==> src/rtl/smpwm_pkg.sv <==
`timescale 1ns / 1ps
// ----------------------------------------------------------------------------
// smpwm_pkg
// shared types and constants of the sorted multichannel pwm block
// ----------------------------------------------------------------------------
package smpwm_pkg;

  localparam int CHANNELS_DEFAULT = 4;
  localparam int PIN_W            = 3;
  localparam int DUTY_W           = 8;
  localparam int NUM_PINS         = 8;
  localparam int COUNT_OUT_W      = 3;

  typedef enum logic [1:0] {
    MODE_START    = 2'd0,
    MODE_STOP     = 2'd1,
    MODE_OVERFLOW = 2'd2,
    MODE_MATCH    = 2'd3
  } mode_t;

  // one table entry: pin and its turn-off count
  typedef struct packed {
    logic [PIN_W-1:0]  pin;
    logic [DUTY_W-1:0] duty;
  } entry_t;

  // broadcast from the sequencer to every cell
  typedef struct packed {
    logic              do_remove;
    logic              do_insert;
    logic              do_load;
    logic [PIN_W-1:0]  pin;
    logic [DUTY_W-1:0] duty;
  } cell_ctl_t;

endpackage

==> src/rtl/smpwm_cell.sv <==
`timescale 1ns / 1ps
// ----------------------------------------------------------------------------
// smpwm_cell
// one slot of the sorted duty list: pending entry, active entry, shift logic
// ----------------------------------------------------------------------------
module smpwm_cell (
  input  logic                clk,
  input  smpwm_pkg::cell_ctl_t ctl,
  input  logic                pend_valid,
  input  smpwm_pkg::entry_t   from_left,
  input  smpwm_pkg::entry_t   from_right,
  input  logic                seen_in,
  input  logic                ins_in,
  output logic                seen_out,
  output logic                ins_out,
  output smpwm_pkg::entry_t   pend,
  output smpwm_pkg::entry_t   act
);
  import smpwm_pkg::*;

  logic   moved;
  logic   hit;
  logic   ins_here;
  entry_t new_entry;

  always_comb begin
    hit       = pend_valid && (pend.pin == ctl.pin);
    seen_out  = seen_in | hit;
    // slot sits behind the removed pin: equal duties here go after the new one
    ins_here  = !pend_valid || (pend.duty > ctl.duty) ||
                ((pend.duty == ctl.duty) && moved);
    ins_out   = ins_in | ins_here;
    new_entry = '{pin: ctl.pin, duty: ctl.duty};
  end

  always_ff @(posedge clk) begin
    if (ctl.do_remove) begin
      moved <= seen_out;
      if (seen_out) begin
        pend <= from_right;
      end
    end else if (ctl.do_insert) begin
      if (ins_in) begin
        pend <= from_left;
      end else if (ins_here) begin
        pend <= new_entry;
      end
    end
    if (ctl.do_load) begin
      act <= pend;
    end
  end

endmodule

==> src/rtl/sorted_multichannel_pwm_top.sv <==
`timescale 1ns / 1ps
// ----------------------------------------------------------------------------
// sorted_multichannel_pwm_top
// double-buffered multichannel pwm with a sorted compare list
// ----------------------------------------------------------------------------
// An item is taken when start is high while busy is low; busy then stays high
// until the result has been shown. Every item gives exactly one result, held on
// accepted, pin_levels, compare_value and channel_count for the single cycle in
// which done is high; the receiver cannot stall, so it must sample that cycle.
// Timing is set by the sequencer that walks the row of list cells: a stop, or
// a start refused on a full list, goes from S_REMOVE to S_DONE; a start goes
// through S_REMOVE and S_INSERT, an overflow through S_LOAD and S_RISE, and a
// compare match through S_MATCH and S_ADVANCE (a match with an empty active
// list skips S_ADVANCE). busy drops when done does, so a new item can be taken
// at the end of the cycle after done.
// Pending list entries shift one slot per command through neighbor links;
// the active list is copied from it at a period overflow if a reload is armed.
// ----------------------------------------------------------------------------
module sorted_multichannel_pwm_top #(
  parameter int CHANNELS = smpwm_pkg::CHANNELS_DEFAULT
) (
  input  logic                                  clk,
  input  logic                                  rst,
  input  logic                                  start,
  output logic                                  busy,
  input  logic [1:0]                            mode,
  input  logic [smpwm_pkg::PIN_W-1:0]           pin,
  input  logic [smpwm_pkg::DUTY_W-1:0]          duty,
  output logic                                  done,
  output logic                                  accepted,
  output logic [smpwm_pkg::NUM_PINS-1:0]        pin_levels,
  output logic [smpwm_pkg::DUTY_W-1:0]          compare_value,
  output logic [smpwm_pkg::COUNT_OUT_W-1:0]     channel_count
);
  import smpwm_pkg::*;

  localparam int CW = $clog2(CHANNELS + 1);
  localparam int IW = (CHANNELS > 1) ? $clog2(CHANNELS) : 1;

  typedef enum logic [7:0] {
    S_IDLE    = 8'b0000_0001,
    S_REMOVE  = 8'b0000_0010,
    S_INSERT  = 8'b0000_0100,
    S_LOAD    = 8'b0000_1000,
    S_RISE    = 8'b0001_0000,
    S_MATCH   = 8'b0010_0000,
    S_ADVANCE = 8'b0100_0000,
    S_DONE    = 8'b1000_0000
  } state_t;

  state_t               state;
  mode_t                op_mode;
  logic [PIN_W-1:0]     op_pin;
  logic [DUTY_W-1:0]    op_duty;
  logic [CW-1:0]        pend_count;
  logic [CW-1:0]        act_count;
  logic                 reload_armed;
  logic [IW-1:0]        next_index;
  logic [NUM_PINS-1:0]  levels;
  logic [DUTY_W-1:0]    compare_reg;
  logic                 accepted_reg;

  // cell chain wiring
  cell_ctl_t            ctl;
  entry_t               pend_ent [CHANNELS];
  entry_t               act_ent  [CHANNELS];
  entry_t               left_ent [CHANNELS];
  entry_t               right_ent[CHANNELS];
  logic [CHANNELS-1:0]  pend_valid;
  logic [CHANNELS-1:0]  act_valid;
  logic [CHANNELS:0]    seen;
  logic [CHANNELS:0]    ins;

  logic                 found;
  logic                 full;
  logic [DUTY_W-1:0]    cur_duty;
  logic [NUM_PINS-1:0]  rise_mask;
  logic [NUM_PINS-1:0]  clr_mask;
  logic                 gt_found;
  logic [IW-1:0]        gt_index;
  logic                 match_live;

  assign seen[0] = 1'b0;
  assign ins[0]  = 1'b0;

  // sequencer broadcast to the row
  always_comb begin
    ctl.do_remove = (state == S_REMOVE);
    ctl.do_insert = (state == S_INSERT);
    ctl.do_load   = (state == S_LOAD) && reload_armed;
    ctl.pin       = op_pin;
    ctl.duty      = op_duty;
  end

  // the row of list cells, each linked to its neighbors
  for (genvar j = 0; j < CHANNELS; j++) begin : g_cell
    assign pend_valid[j] = (pend_count > CW'(j));
    assign act_valid[j]  = (act_count > CW'(j));

    if (j == 0) begin : g_first
      assign left_ent[j] = '0;
    end else begin : g_mid_l
      assign left_ent[j] = pend_ent[j-1];
    end

    if (j == CHANNELS - 1) begin : g_last
      assign right_ent[j] = '0;
    end else begin : g_mid_r
      assign right_ent[j] = pend_ent[j+1];
    end

    smpwm_cell u_cell (
      .clk        (clk),
      .ctl        (ctl),
      .pend_valid (pend_valid[j]),
      .from_left  (left_ent[j]),
      .from_right (right_ent[j]),
      .seen_in    (seen[j]),
      .ins_in     (ins[j]),
      .seen_out   (seen[j+1]),
      .ins_out    (ins[j+1]),
      .pend       (pend_ent[j]),
      .act        (act_ent[j])
    );
  end

  assign found      = seen[CHANNELS];
  assign full       = (pend_count == CW'(CHANNELS));
  assign cur_duty   = act_ent[next_index].duty;
  assign match_live = (act_count != '0) && (CW'(next_index) < act_count);

  // pin masks of the active list and the current duty group, and the next larger group
  always_comb begin
    rise_mask = '0;
    clr_mask  = '0;
    gt_found  = 1'b0;
    gt_index  = '0;
    for (int j = CHANNELS - 1; j >= 0; j--) begin
      if (act_valid[j]) begin
        rise_mask = rise_mask | (NUM_PINS'(1) << act_ent[j].pin);
        if (act_ent[j].duty == cur_duty) begin
          clr_mask = clr_mask | (NUM_PINS'(1) << act_ent[j].pin);
        end
        if (act_ent[j].duty > cur_duty) begin
          gt_found = 1'b1;
          gt_index = IW'(j);
        end
      end
    end
  end

  always_ff @(posedge clk) begin
    if (rst) begin
      state        <= S_IDLE;
      pend_count   <= '0;
      act_count    <= '0;
      reload_armed <= 1'b0;
      next_index   <= '0;
      levels       <= '0;
      compare_reg  <= '0;
      accepted_reg <= 1'b0;
    end else begin
      unique case (state)
        S_IDLE: begin
          if (start) begin
            op_mode      <= mode_t'(mode);
            op_pin       <= pin;
            op_duty      <= duty;
            accepted_reg <= 1'b1;
            unique case (mode_t'(mode))
              MODE_START,
              MODE_STOP:     state <= S_REMOVE;
              MODE_OVERFLOW: state <= S_LOAD;
              MODE_MATCH:    state <= S_MATCH;
            endcase
          end
        end
        // cells drop the matching pin and close the gap
        S_REMOVE: begin
          if (found) begin
            pend_count <= pend_count - CW'(1);
          end
          if (op_mode == MODE_STOP) begin
            accepted_reg <= found;
            if (found) begin
              levels       <= levels & ~(NUM_PINS'(1) << op_pin);
              reload_armed <= 1'b1;
            end
            state <= S_DONE;
          end else if (!found && full) begin
            accepted_reg <= 1'b0;
            state        <= S_DONE;
          end else begin
            state <= S_INSERT;
          end
        end
        // cells open a slot at the sorted position
        S_INSERT: begin
          pend_count   <= pend_count + CW'(1);
          reload_armed <= 1'b1;
          state        <= S_DONE;
        end
        S_LOAD: begin
          if (reload_armed) begin
            act_count    <= pend_count;
            reload_armed <= 1'b0;
          end
          state <= S_RISE;
        end
        S_RISE: begin
          levels     <= levels | rise_mask;
          next_index <= '0;
          if (act_count != '0) begin
            compare_reg <= act_ent[0].duty;
          end
          state <= S_DONE;
        end
        S_MATCH: begin
          if (match_live) begin
            levels <= levels & ~clr_mask;
            if (gt_found) begin
              next_index <= gt_index;
            end
            state <= S_ADVANCE;
          end else begin
            state <= S_DONE;
          end
        end
        S_ADVANCE: begin
          compare_reg <= cur_duty;
          state       <= S_DONE;
        end
        S_DONE: begin
          state <= S_IDLE;
        end
        default: begin
          state <= S_IDLE;
        end
      endcase
    end
  end

  assign busy          = (state != S_IDLE);
  assign done          = (state == S_DONE);
  assign accepted      = accepted_reg;
  assign pin_levels    = levels;
  assign compare_value = compare_reg;
  assign channel_count = COUNT_OUT_W'(pend_count);

`ifndef SYNTHESIS
  a_done_single: assert property (@(posedge clk) disable iff (rst)
    done |=> !done)
    else $error("done held longer than one cycle");

  a_count_bound: assert property (@(posedge clk) disable iff (rst)
    pend_count <= CW'(CHANNELS))
    else $error("pending count above list size");

  a_take_busy: assert property (@(posedge clk) disable iff (rst)
    (start && !busy) |=> busy)
    else $error("item taken but sequencer not started");

  a_load_disarms: assert property (@(posedge clk) disable iff (rst)
    (state == S_LOAD) |=> !reload_armed)
    else $error("reload still armed after overflow");

  a_index_in_list: assert property (@(posedge clk) disable iff (rst)
    ((state == S_IDLE) && (act_count != '0)) |-> (CW'(next_index) < act_count))
    else $error("compare index beyond active list");
`endif

endmodule

==> config.mk <==
export PLATFORM = sky130hd
export DESIGN_NAME = sorted_multichannel_pwm_top
export DESIGN_NICKNAME = d
export VERILOG_FILES = /design/src/rtl/smpwm_pkg.sv /design/src/rtl/smpwm_cell.sv /design/src/rtl/sorted_multichannel_pwm_top.sv
export SDC_FILE = /design/constraint.sdc
export NUM_CORES = 1
export LEC_CHECK = 0
export ABC_CLOCK_PERIOD_IN_PS = 9000
export BUFFER_PORTS_ARGS = -buffer_cell sky130_fd_sc_hd__buf_2
export CAP_MARGIN = 20
export CORE_MARGIN = 2
export CORE_UTILIZATION = 50
export DETAILED_ROUTE_END_ITERATION = 10
export HOLD_SLACK_MARGIN = 0.08
export PLACE_DENSITY_LB_ADDON = 0.25
export SLEW_MARGIN = 0
export SYNTH_ARGS = -nofsm -noshare
export SYNTH_HDL_FRONTEND = slang
export SYNTH_SLANG_ARGS = --single-unit
==> constraint.sdc <==
create_clock -name clk -period 9 [get_ports clk]
set_input_delay 0.45 -clock clk [delete_from_list [all_inputs] [get_ports clk]]
set_output_delay 0.45 -clock clk [all_outputs]
set_load 0.02 [all_outputs]
== Yosys cells after proc, flatten, opt, wreduce, memory -nomap -nowiden ==
Cells that the tools add are included.
Word-level totals
  input port bits: 16
  latch bits: 0
  output and inout bits: 22
  bits in read-only memories: 0
  memory bits (writable): 0
  memories: 0
  register bits: 139
Operators by class
  reductions and logical operators: 50
  shift-type cells: 5
  muxes and demuxes: 74
  bitwise logic cells: 18
  div/mod/pow operators: 0
  add/subtract/negate cells: 2
  $mul: 0
  order comparisons: 18
  eq/ne operators: 36
Operator list (number)
  $mux W11: 19
  $mux W8: 22
  $eq A8 B8 Y1: 8
  $gt A8 B8 Y1: 8
  $or A8 B8 Y8: 7
  $pmux W8 S3: 2
  $pmux W8 S5: 1
  $shl A1 B3 Y8 const A: 5
  $reduce_and A3 Y1: 8
  $bmux W11 S2: 1
  $mux W2: 10
  $reduce_bool A3 Y1: 6
  $and A8 B8 Y8: 2
  $not A8 Y8: 2
  $pmux W8 S2: 1
  $mux W1: 13
  $eq A3 B3 Y1: 4
  $gt A3 B1 Y1 const B: 4
  $gt A3 B2 Y1 const B: 4
  $logic_and A1 B1 Y1: 11
  $ne A2 B1 Y1 const B: 5
  $reduce_bool A2 Y1: 5
  $eq A8 B1 Y1 const B: 1
  $eq A8 B2 Y1 const B: 1
  31 further kinds: 53

== Longest topological paths before layout ==
  depth after elaboration: 20
  mapped depth: 11
  gate-level depth less buffers: 10

== Modules after synthesis ==
From an unflattened synthesis, not the netlist that was laid out.
Unflattened totals
  cells, all modules: 831
  area total of the unflattened synthesis: 8563.2 um^2
Modules (own cells, without submodules)
  smpwm_cell: sequential area each 690.7 um^2, cells an instance 98, instances 4, area each 1209.9 um^2
  sorted_multichannel_pwm_top: sequential area each 1071.0 um^2, cells an instance 439, instances 1, area each 3723.6 um^2

== Worst setup path before layout ==
Ideal clock, no wire load.
  path type: register to register
  start: register op_duty[0]
  end: register g_cell[2].u_cell.pend[0] (netlist name) (enable)
  period minus slack after synthesis: 3217 ps
  path slack: 5783 ps
  stages on the path, launching flop included: 9
  arrival: 2816 ps
  data required time: 8599 ps
  cell sequence: edfxtp_1 ha_1 nand2b_1 a211o_1 a211oi_1 o22a_1 nor3b_1 clkbuf_1 o21ai_0
On the way
  cells in the longest elaborated chain, start to end: 6
  elaborated cells between the ends (all ways): 18
  those cells by class: order compare (3); eq/ne (3); bitwise (1); reduce/logical (11)
RTL lines
  from (decl): line sorted_multichannel_pwm_top.sv:54  | logic [DUTY_W-1:0] op_duty;
  from (signal assigned): line sorted_multichannel_pwm_top.sv:168  | op_duty <= duty;
  $gt A8 B8 Y1 or $eq A8 B8 Y1 (tied branches): line smpwm_cell.sv:30, smpwm_cell.sv:31
  $logic_or A1 B1 Y1 or $logic_and A1 B1 Y1 (tied branches): line smpwm_cell.sv:30, smpwm_cell.sv:31
  $logic_or A1 B1 Y1: line smpwm_cell.sv:30  | ins_here = !pend_valid || (pend.duty > ctl.duty) ||
  $or A1 B1 Y1: line smpwm_cell.sv:32  | ins_out = ins_in | ins_here;
  $reduce_bool A3 Y1 (no line) (*)
  $reduce_and A3 Y1 (no line) (*)
  to (signal assigned): line smpwm_cell.sv:40  | pend <= from_right;
  to (signal assigned): line smpwm_cell.sv:44  | pend <= from_left;
  to (signal assigned): line smpwm_cell.sv:46  | pend <= new_entry;
  to (decl): line smpwm_cell.sv:16  | output smpwm_pkg::entry_t pend,
Mark *: on every way between the ends. The rest lies on a longest branch, timed or not.
A chain may end at the register's enable or synchronous reset.

== Final worst setup path ==
  start: register op_duty[2]
  end: register g_cell[2].u_cell.pend[7] (netlist name) (enable)
The elaborated chain is that of the path after synthesis.

==> out/results.tsv <==
metric	value	unit
powerDensity	167.0	nW/um2
synthTopCellsByCount	105 x edfxtp_1, 90 x nand2_1, 70 x ha_1, 66 x o21ai_0, 46 x inv_1	
avgSynthCellArea	10.19	um2
initial_utilization	0.5068	
worstSetupPathType	reg -> reg	
worst_pin_slew	0.8852	ns
cts_tree	yes	
htreeDepth	4	
cp.required	9.17	ns
syn_nets	905	
power_switching	367.4	uW
routedWlPerCell	20.92	um
cts_buffers	17	
yosysWarningCount	0	
timing.final.crit_share	0.4007	
die_h	133.2	um
p_sw_frac	0.2354	
synthToLayoutAreaGrowth	12.00	%
crit_arrival	3.77	ns
setup_viol	0	
maxSlewHeadroom	0.4099	
synth_cell_type_count	75	
instances_no_fill	1079	
wl	22570	um
grt_use_met2	0.4073	
vias_per_cell	6.302	
synthFlopType	edfxtp_1	
clock_latency	0.43	ns
route.detailed.drc	0	
pwr-share-comb	0.079	
io_pins	38	
clk_pin_slew_worst_paths	0.06	ns
critPathLaunchType	flip-flop	
drive_above_1_share	0.1281	
netlist_top_cells_area	edfxtp_1 38%, ha_1 10%, dfxtp_1 8.2%	
cts_setup_buffers	0	
rrSetupSlack	5.39	ns
hold_ws	0.2004	ns
grt_pass1_vias	6464	
cts_resized	0	
max_cap_viol_count	0	
hold_viol_final	0	
setup_tns	0	ns
synth_top_area_frac	0.3779	
async_flop_share	0	
gp_congestion	0.9845	
n_antenna_cell	0	
coreArea	16470	um2
synth-seq-cells	139	
synthMostInstantiatedCell	edfxtp_1	
status	finished, final reports clean	
crit_path_max_fanout	22	
grt-ovfl-total	0	
die_w	133.2	um
r2r-start	op_duty[2]$_DFFE_PP_	
drv_slew	0	
pwr-share-seq	0.466	
power.leakage	3.353	nW
use_met1	0.3714	
port-buffer-count	37	
die-area	17740	um2
finClkSkew	0.01963	ns
seq_area_frac_synth	0.4594	
grt_start_max_net_pins	77	
clockBufferDepth	2	
gr-usage-met3	0.04985	
top_usage_layer	met2	
nets	932	
grt_pass1_wl	35710	um
drt_iter0_drc	699	
syn_inst	819	
ant_nets	0	
vias	6800	
hp-class	in -> reg	
first_pass_iters	6	
reg.largest.list	g_cell.u_cell.act x44, g_cell.u_cell.pend x44	
ir_worst_vdd	0.1405	mV
clock_sinks	139	
power.share.clock	0.454	
min_period	3.606	ns
hold-path-endpoint	op_duty[3]$_DFFE_PP_	
cts-hold-fix-buffers	0	
grt_usage	0.2605	
dp.cells	1045	
power.internal	1.193	mW
rows	47	
r2r_cells	10	
syn_area	8344	um2
synth_top_area_cell	edfxtp_1	
post-dp-hpwl	16950	um
worstHoldStart	duty[3]	
grt_antenna_before_repair	0	
rsz0062_at_grt	no	
cts_root_buffer	clkbuf_16	
hold_depth	1	
synth-edff-count	105	
endpoint_kind	flip-flop	
r2r_end	g_cell[2].u_cell.pend[7]$_DFFE_PP_	
max_freq	277.3	MHz
-- cell usage in the layout, fill, tap and decap left out, types with 9 or more instances in the layout --
cell / instances
nand4_1: 14
nor2b_1: 14
nor3_1: 15
nand2b_1: 20
o22ai_1: 21
nor2_1: 44
mux2i_1: 21
clkbuf_16: 17
nand3_1: 27
o21ai_0: 66
ha_1: 70
a21oi_1: 43
dfxtp_1: 34
inv_1: 46
edfxtp_1: 105
buf_2: 37
nand2_1: 90
xnor2_1: 13
a311oi_1: 9
-- power groups by stage --
stage               logic [mW]  clock network (mW)  registers, mW
global route             0.138               0.745          0.730
finish                   0.124               0.709          0.728
global placement         0.121                   0          0.739
CTS                      0.123               0.713          0.727
detailed placement       0.122                   0          0.740
floorplan               0.0878                   0          0.733
-- through the flow --
stage	setup slack [ns]	power, mW	cell area, um2	util
floorplan	5.783	0.8213	8344	-
global placement	5.421	0.8600	8722	0.5297
CTS	5.291	1.564	9318	0.5659
finish	5.394	1.561	9345	0.5676
global route	5.102	1.613	9345	0.5676
detailed placement	5.315	0.8627	8722	0.5297
-- critical path: stages, from the launching register on --
cell and delay (ns):
edfxtp_1 0.45, inv_1 0.20, ha_1 0.27, a21oi_1 0.13, o221ai_1 0.14, a2111oi_0 0.43, o22a_1 0.75, nor3b_2 0.36
buf_4 0.29, o21ai_0 0.10, buf_4 0.21
-- final cells by class --
| cell class | count | area, um2 |
|---|---|---|
| inverters | 47 | 176.4 |
| well taps | 220 | 275.3 |
| fillers | 1395 | 7121 |
| flip-flops and latches | 139 | 3834 |
| clock inverters | 12 | 148.9 |
| repair buffers | 46 | 265.3 |
| clock buffers | 20 | 446.7 |
| multi-input cells | 595 | 4199 |
-- cell families (layout without fill, tap and decap cells) --
family                   after synthesis  in the layout  synth area share
adder cells (fa/ha/maj)               70             70            0.1050
AO/OA/AOI/OAI                        213            213            0.1691
buffers and inverters                 85            125           0.03944
flip-flops                           139            139            0.4594
AND/OR/NAND/NOR                      269            269            0.1655
XOR/XNOR                              14             14           0.01470
multiplexers                          29             29           0.04678
-- worst max path at each step --
stage,start,to,slack [ns]
2_1_floorplan,op_duty[0]$_DFFE_PP_,g_cell[2].u_cell.pend[0]$_DFFE_PP_,5.78
6_report,op_duty[2]$_DFFE_PP_,g_cell[2].u_cell.pend[7]$_DFFE_PP_,5.39
3_3_place_gp,state[7]$_SDFFE_PP0P_,g_cell[3].u_cell.pend[3]$_SDFFCE_PP0P_,5.42
3_5_place_dp,state[7]$_SDFFE_PP0P_,g_cell[3].u_cell.pend[6]$_SDFFCE_PP0P_,5.31
4_1_cts,state[7]$_SDFFE_PP0P_,g_cell[3].u_cell.pend[3]$_SDFFCE_PP0P_,5.29
5_1_grt,op_duty[2]$_DFFE_PP_,g_cell[2].u_cell.pend[4]$_DFFE_PP_,5.10
-- metal layers --
| layer | wire length [um] | share of wire | up-vias |
|---|---|---|---|
| met5 | 0 | 0 | - |
| met3 | 1707 | 0.076 | 49 |
| met4 | 494 | 0.022 | 0 |
| li1 | - | - | 3147 |
| met2 | 10310 | 0.46 | 353 |
| met1 | 10060 | 0.45 | 3251 |
Power figures use the tool's default switching activity.
